File: config.mk
export PLATFORM = sky130hd
export DESIGN_NAME = ipv4hc_core
export DESIGN_NICKNAME = d
export VERILOG_FILES = /design/src/rtl/ipv4hc_pkg.sv /design/src/rtl/ipv4hc_core.sv
export SDC_FILE = /design/constraint.sdc
export NUM_CORES = 1
export LEC_CHECK = 0
export BUFFER_PORTS_ARGS = -buffer_cell sky130_fd_sc_hd__buf_2
export CAP_MARGIN = 20
export CORE_ASPECT_RATIO = 1.2
export CORE_UTILIZATION = 25
export DETAILED_ROUTE_END_ITERATION = 7
export SKIP_CTS_REPAIR_TIMING = 1
export SLEW_MARGIN = 20
export SYNTH_ARGS = -nofsm -noshare
export SYNTH_HDL_FRONTEND = slang
export SYNTH_SLANG_ARGS = --single-unit
export TNS_END_PERCENT = 10
File: constraint.sdc
create_clock -name aclk -period 7.6 [get_ports aclk]
set_clock_uncertainty 0.2 [all_clocks]
set_input_delay 0.76 -clock aclk [delete_from_list [all_inputs] [get_ports aclk]]
set_output_delay 0.76 -clock aclk [all_outputs]
set_load 0.02 [all_outputs]
File: src/rtl/ipv4hc_pkg.sv
// Shared constants, status codes and result type of the IPv4 header checker.
package ipv4hc_pkg;

    // Header geometry and the only accepted version / header length
    localparam int unsigned HDR_BYTES   = 20;
    localparam int unsigned COUNT_W     = 16;
    localparam int unsigned IP_VERSION  = 4;
    localparam int unsigned IP_IHL      = 5;

    // Result status codes
    localparam logic [1:0] STATUS_OK        = 2'd0;
    localparam logic [1:0] STATUS_MALFORMED = 2'd1;
    localparam logic [1:0] STATUS_CSUM_ERR  = 2'd2;
    localparam logic [1:0] STATUS_LEN_ERR   = 2'd3;

    // Header byte positions that carry fields
    localparam logic [4:0] IDX_VER_IHL  = 5'd0;
    localparam logic [4:0] IDX_TLEN_HI  = 5'd2;
    localparam logic [4:0] IDX_TLEN_LO  = 5'd3;
    localparam logic [4:0] IDX_IDENT_HI = 5'd4;
    localparam logic [4:0] IDX_IDENT_LO = 5'd5;
    localparam logic [4:0] IDX_FRAG_HI  = 5'd6;
    localparam logic [4:0] IDX_FRAG_LO  = 5'd7;
    localparam logic [4:0] IDX_TTL      = 5'd8;
    localparam logic [4:0] IDX_PROTO    = 5'd9;
    localparam logic [4:0] IDX_SRC_0    = 5'd12;
    localparam logic [4:0] IDX_SRC_3    = 5'd15;
    localparam logic [4:0] IDX_DST_0    = 5'd16;
    localparam logic [4:0] IDX_DST_3    = 5'd19;

    // One packet verdict with the latched header fields
    typedef struct packed {
        logic [1:0]  status;
        logic [15:0] ident;
        logic [15:0] frag_flags_offset;
        logic [31:0] source_address;
        logic [31:0] destination_address;
        logic [7:0]  protocol_number;
        logic [7:0]  time_to_live;
    } result_t;

endpackage

File: src/rtl/ipv4hc_core.sv
// Per-packet header state: byte count, checksum accumulator, field latches and verdict.
module ipv4hc_core (
    input  logic                  aclk,
    input  logic                  aresetn,
    input  logic                  advance,     // consume the held byte this cycle
    input  logic [7:0]            data_byte,
    input  logic                  last,
    output ipv4hc_pkg::result_t   result       // verdict if the held byte is the last
);

    logic [ipv4hc_pkg::COUNT_W-1:0] count_reg, count_next;
    logic [15:0] sum_reg, sum_next;
    logic [7:0]  hold_reg, hold_next;
    logic [7:0]  verlen_reg, verlen_next;
    logic [15:0] tlen_reg, tlen_next;
    logic [15:0] ident_reg, ident_next;
    logic [15:0] frag_reg, frag_next;
    logic [7:0]  ttl_reg, ttl_next;
    logic [7:0]  proto_reg, proto_next;
    logic [31:0] src_reg, src_next;
    logic [31:0] dst_reg, dst_next;

    logic        in_header;
    logic [4:0]  idx;
    logic [16:0] sum_wide;
    logic [15:0] sum_folded;
    logic        bad_form;

    assign idx       = count_reg[4:0];
    assign in_header = (count_reg < ipv4hc_pkg::COUNT_W'(ipv4hc_pkg::HDR_BYTES));

    // Add one big-endian word with end-around carry
    assign sum_wide   = {1'b0, sum_reg} + {1'b0, hold_reg, data_byte};
    assign sum_folded = sum_wide[15:0] + {15'd0, sum_wide[16]};

    // Advance header state with the held byte
    always_comb begin
        count_next  = (count_reg == '1) ? count_reg : count_reg + 1'b1;
        sum_next    = sum_reg;
        hold_next   = hold_reg;
        verlen_next = verlen_reg;
        tlen_next   = tlen_reg;
        ident_next  = ident_reg;
        frag_next   = frag_reg;
        ttl_next    = ttl_reg;
        proto_next  = proto_reg;
        src_next    = src_reg;
        dst_next    = dst_reg;
        if (in_header) begin
            if (idx[0] == 1'b0) begin
                hold_next = data_byte;
            end else begin
                sum_next = sum_folded;
            end
            if (idx >= ipv4hc_pkg::IDX_SRC_0 && idx <= ipv4hc_pkg::IDX_SRC_3) begin
                src_next = {src_reg[23:0], data_byte};
            end
            if (idx >= ipv4hc_pkg::IDX_DST_0 && idx <= ipv4hc_pkg::IDX_DST_3) begin
                dst_next = {dst_reg[23:0], data_byte};
            end
            case (idx)
                ipv4hc_pkg::IDX_VER_IHL:  verlen_next = data_byte;
                ipv4hc_pkg::IDX_TLEN_HI:  tlen_next   = {data_byte, tlen_reg[7:0]};
                ipv4hc_pkg::IDX_TLEN_LO:  tlen_next   = {tlen_reg[15:8], data_byte};
                ipv4hc_pkg::IDX_IDENT_HI: ident_next  = {data_byte, ident_reg[7:0]};
                ipv4hc_pkg::IDX_IDENT_LO: ident_next  = {ident_reg[15:8], data_byte};
                ipv4hc_pkg::IDX_FRAG_HI:  frag_next   = {data_byte, frag_reg[7:0]};
                ipv4hc_pkg::IDX_FRAG_LO:  frag_next   = {frag_reg[15:8], data_byte};
                ipv4hc_pkg::IDX_TTL:      ttl_next    = data_byte;
                ipv4hc_pkg::IDX_PROTO:    proto_next  = data_byte;
                default: ;
            endcase
        end
    end

    // Judge the packet from the state including this byte
    assign bad_form =
        (count_next < ipv4hc_pkg::COUNT_W'(ipv4hc_pkg::HDR_BYTES)) ||
        (verlen_next[7:4] != 4'(ipv4hc_pkg::IP_VERSION)) ||
        (verlen_next[3:0] != 4'(ipv4hc_pkg::IP_IHL));

    always_comb begin
        result = '0;
        if (bad_form) begin
            result.status = ipv4hc_pkg::STATUS_MALFORMED;
        end else if (sum_next != 16'hFFFF) begin
            result.status = ipv4hc_pkg::STATUS_CSUM_ERR;
        end else if (tlen_next < 16'(ipv4hc_pkg::HDR_BYTES) || tlen_next > count_next) begin
            result.status = ipv4hc_pkg::STATUS_LEN_ERR;
        end else begin
            result.status              = ipv4hc_pkg::STATUS_OK;
            result.ident               = ident_next;
            result.frag_flags_offset   = frag_next;
            result.source_address      = src_next;
            result.destination_address = dst_next;
            result.protocol_number     = proto_next;
            result.time_to_live        = ttl_next;
        end
    end

    // Hold state; clear it on reset and after the last byte of a packet
    always_ff @(posedge aclk) begin
        if (!aresetn || (advance && last)) begin
            count_reg  <= '0;
            sum_reg    <= '0;
            hold_reg   <= '0;
            verlen_reg <= '0;
            tlen_reg   <= '0;
            ident_reg  <= '0;
            frag_reg   <= '0;
            ttl_reg    <= '0;
            proto_reg  <= '0;
            src_reg    <= '0;
            dst_reg    <= '0;
        end else if (advance) begin
            count_reg  <= count_next;
            sum_reg    <= sum_next;
            hold_reg   <= hold_next;
            verlen_reg <= verlen_next;
            tlen_reg   <= tlen_next;
            ident_reg  <= ident_next;
            frag_reg   <= frag_next;
            ttl_reg    <= ttl_next;
            proto_reg  <= proto_next;
            src_reg    <= src_next;
            dst_reg    <= dst_next;
        end
    end

endmodule

* Yosys cells after proc, flatten, opt, wreduce, memory -nomap -nowiden
Cells that the tools add are included.
** Word-level totals
- Input port bits :: 12
- Logic and storage cells :: 70
- Register bits :: 176
- Output and inout port bits :: 114
** Operators by class
- Add/sub/neg operators :: 3
- Equal/unequal tests :: 12
- Reductions and logical operators :: 10
- Bitwise operators :: 1
- Muxes and demuxes :: 25
- $lt $le $gt $ge :: 8
** Operators with widths (number)
- 2-to-1 mux 112 bit :: 3
- 2-to-1 mux 32 bit :: 4
- 2-to-1 mux 16 bit :: 6
- case mux 16 bit (2 select lines) :: 3
- < comparator 16 x 5 -> 1 bit (second input constant) :: 3
- 2-to-1 mux 8 bit :: 6
- equality test 5 x 3 -> 1 bit (second input constant) :: 4
- adder 16 x 16 -> 17 bit :: 1
- adder 16 x 1 -> 16 bit :: 1
- adder 16 x 1 -> 16 bit (second input constant) :: 1
- equality test 16 bit (second input constant) :: 1
- greater-than comparator 16 bit :: 1
- != test 16 bit (second input constant) :: 1
- equality test 5 x 2 -> 1 bit (second input constant) :: 2
- equality test 5 x 4 -> 1 bit (second input constant) :: 2
- != test 4 x 3 -> 1 bit (second input constant) :: 2
- 2-to-1 mux 2 bit :: 3
- greater-or-equal comparator 5 x 4 -> 1 bit (second input constant) :: 1
- greater-or-equal comparator 5 bit (second input constant) :: 1
- less-or-equal comparator 5 x 4 -> 1 bit (second input constant) :: 1
- less-or-equal comparator 5 bit (second input constant) :: 1
- zero test 5 bit :: 1
- logical OR 1 bit :: 4
- logical AND 1 bit :: 3
- 3 further kinds :: 3

* Longest topological paths before layout
- Word-level depth :: 8
- Mapped depth :: 23
- Depth with buffers taken out :: 21

* Worst setup path after synthesis
No wires, ideal clock.
- Path type :: input port to output port
- Start :: input data_byte[1]
- End :: output result[10] in the netlist's numbering
- Setup slack :: 1.070 ns
- Arrival :: 5.570 ns
- Data required time :: 6.640 ns
- Buffers on the path :: 2
- Stages on the path :: 22
- Cell sequence :: clkbuf_1 -> inv_1 -> fa_1 -> nand2b_1 -> a21boi_1 -> o211ai_1 -> a21boi_1 -> o21ai_0 -> a21oi_1 -> o21ai_0 -> nand2b_1 -> ha_1 -> nor3b_1 -> o2111ai_1 -> a211oi_2 -> o211ai_1 -> nor4b_1 -> or4b_4 -> xnor2_2 -> o211ai_2 -> clkbuf_1 -> a211oi_1
** RTL lines
- from (decl) :: line ipv4hc_core.sv:6 : input logic [7:0] data_byte,
- to (decl) :: line ipv4hc_core.sv:8 : output ipv4hc_pkg::result_t result

==> results.toml <==
[routing]
top_layer_used = "met4"
dr_total_vias = 10700
drt_wl_total_mm = 36.8
drt_iter0_drc = 781
firstDrtPassIters = 5
drc = 0
m1WireLength_mm = 16.3
wl_per_cell_um = 17.6
avgViaCountPerCell = 5.14
wl_met2_mm = 17.7
met3_length_mm = 2.05
final_antenna_net_count = 0

[floorplanning]
core.rowCount = 87
die-area_um2 = 48500
die_w_um = 201
initial_core_util_pct = 25.3
io_pins = 126
core_area_um2 = 47000
die_y_um = 241

[worst_setup_path]
cp.required_ns = 6.64
cp-start-kind = "primary input"
crit_type = "in -> out"
path_max_fanout = 38
critPathBufInv = 6
crit_slowest_cell = "fa_1"
max_stage_delay_ns = 0.42
cpLargestDelayFamily = "compound AO/OA/AOI/OAI gates"
arrival_ns = 6.09
cp-end-kind = "output port"

[clock_tree]
htree_num_levels = 4
numCtsBuffers = 17
cts_root_buf = "clkbuf_16"
cts_tree = "built"
clk_pin_slew_ns = 0.06
cts.sink_count = 176
clk_path_buf_depth = 2
insertion_delay_ns = 0.45

[synth]
ys_seq_elements = 176
synth-edff-count = 0
synth_cell_types = 82
synth_nets = 1474
ys.flop_type = "dfxtp_1"
seq_area_frac_synth_pct = 29.6
async_flop_share_pct = 0
syn_area_um2 = 11900
yosysWarnings = 0
syn_avg_cell_area_um2 = 8.37
syn_inst = 1422

[flow_run]
drv_cap = 0

[global_routing]
antenna_found_initial = 0
grt_pass1_wl_mm = 56.5
grt_max_degree = 94
grt_remaining_overflow = 0
grt_pass1_vias = 9838
track_usage_pct = 14.6

[layout]
nets = 1502
diodes = 0
area.sequential_um2 = 3520
fillers = 5023
drive_gt1_share_pct = 20.1
fin_area_um2 = 13500
final_cell_mix = "202 x nand2_1, 176 x dfxtp_1, 131 x nor2_1, 125 x buf_2, 115 x mux2i_1"
multi_input_area_um2 = 7620
finalNonFillerCells = 2086
final_common_cell = "nand2_1"
area_growth_pct = 13.3
utilization_pct = 28.7

[sta]
min_period_ns = 7.05
relSlewSlack_pct = 25.0
timing.final.crit_share_pct = 92.8
drv_slew = 0
fin_setup_tns_ns = 0
fmax_ghz = 0.142
rsz0062_at_grt = "no"
setup_viol = 0
worst_pin_slew_ns = 1.12
hold_viol_final = 0

[placement]
dp_hpwl_mm = 25.3
dp_cells = 2050
gp_congestion = 0.869
port_buffers = 125
placed_area_um2 = 12800

[min_path]
min_path_type = "reg -> reg"

[outcome]
outcome = "finished, final reports clean"

[pwr]
power.density_nw_per_um2 = 157
p_leak_nw = 4.54
vdd_drop_max_uv = 135
routing by layer:
metal	up-vias	GRT usage, %
li1	5229	-
met5	-	0
met4	0	4.53
met2	306	24.5
met1	5153	18.9
met3	40	2.74
final timing paths:
kind / start / endpoint / slack [ns] / depth (start not counted)
hold / removal: ttl_reg[3] / ttl_reg[3] / 0.25 / 2
hold reg to reg: ttl_reg[3] / ttl_reg[3] / 0.25 / 2
setup / recovery: data_byte[0] / result[12] / 0.55 / 26
setup reg to reg: sum_reg[0] / sum_reg[15] / 2.58 / 21
metrics by stage:
step	setup WS (ns)	total power, mW	hold slack (ns)
2_1_floorplan	1.07	1.16	0.231
3_5_place_dp	0.434	1.23	0.244
5_1_grt	0.0267	2.20	0.271
6_report	0.545	2.12	0.250
4_1_cts	0.396	2.13	0.254
3_3_place_gp	0.576	1.23	0.238
cells by family after synthesis:
group	synth area share (%)
muxes	9.67
xor gates and xnor gates	2.93
buffers and inverters	6.90
AOI/OAI and AO/OA	27.9
and+or+nand+nor	18.7
DFF	29.6
adders and majority gates	4.27
where the power goes:
group / internal (mW) / switching [mW] / leakage (nW) / total (mW)
registers: 0.932 / 0.0118 / 1.42 / 0.944
clock network: 0.469 / 0.431 / 0.288 / 0.900
logic: 0.0899 / 0.182 / 2.83 / 0.272
total: 1.49 / 0.626 / 4.54 / 2.12
cell usage after synthesis (4+ instances only):
| library cell | number | area share (%) |
|---|---|---|
| inv_1 | 13 | 0.41 |
| ha_1 | 39 | 4.1 |
| a22o_1 | 14 | 1.0 |
| mux2i_1 | 115 | 9.7 |
| a21o_1 | 8 | 0.50 |
| a31oi_1 | 6 | 0.32 |
| a21oi_1 | 111 | 4.7 |
| buf_2 | 11 | 0.46 |
| xnor2_1 | 21 | 1.5 |
| nand2b_1 | 19 | 1.0 |
| nor2b_1 | 7 | 0.37 |
| nand2_1 | 204 | 6.4 |
| o21a_1 | 6 | 0.38 |
| buf_6 | 10 | 0.95 |
| o31a_1 | 4 | 0.29 |
| xor2_1 | 17 | 1.3 |
| buf_12 | 9 | 1.5 |
| and3_1 | 15 | 0.79 |
| o211ai_1 | 8 | 0.50 |
| nor4_1 | 7 | 0.37 |
| o31ai_1 | 5 | 0.32 |
| o21ai_0 | 15 | 0.63 |
| a211oi_1 | 48 | 3.0 |
| clkbuf_1 | 99 | 3.1 |
| or4_1 | 5 | 0.32 |
| and4_1 | 4 | 0.29 |
| and2_1 | 15 | 0.79 |
| a211oi_2 | 83 | 8.7 |
| a22oi_1 | 67 | 4.2 |
| nor3_1 | 13 | 0.55 |
| buf_1 | 10 | 0.32 |
| nand4_1 | 15 | 0.79 |
| dfxtp_1 | 176 | 30 |
| o2111ai_1 | 5 | 0.37 |
| nand3_1 | 25 | 1.1 |
| nor2_1 | 131 | 4.1 |
area by class of cell:
class                           count  share of cell area, %
Clock buffer                       17                   3.16
Clock inverter                     15                   1.27
Inverter                           13                  0.362
Multi-Input combinational cell   1092                   56.6
Sequential cell                   176                   26.1
Tap cell                          623                   5.78
Timing Repair Buffer              150                   6.75
worst register-to-register path: cells and delay by family (launching register included):
family / cells / cell delay [ns]
simple gates: 7 / 1.53
buf+inv: 1 / 0.06
fa+ha+maj: 3 / 0.84
compound gates: 9 / 1.68
xor+xnor: 1 / 0.18
flops: 1 / 0.37
Power figures use the tool's default switching activity.
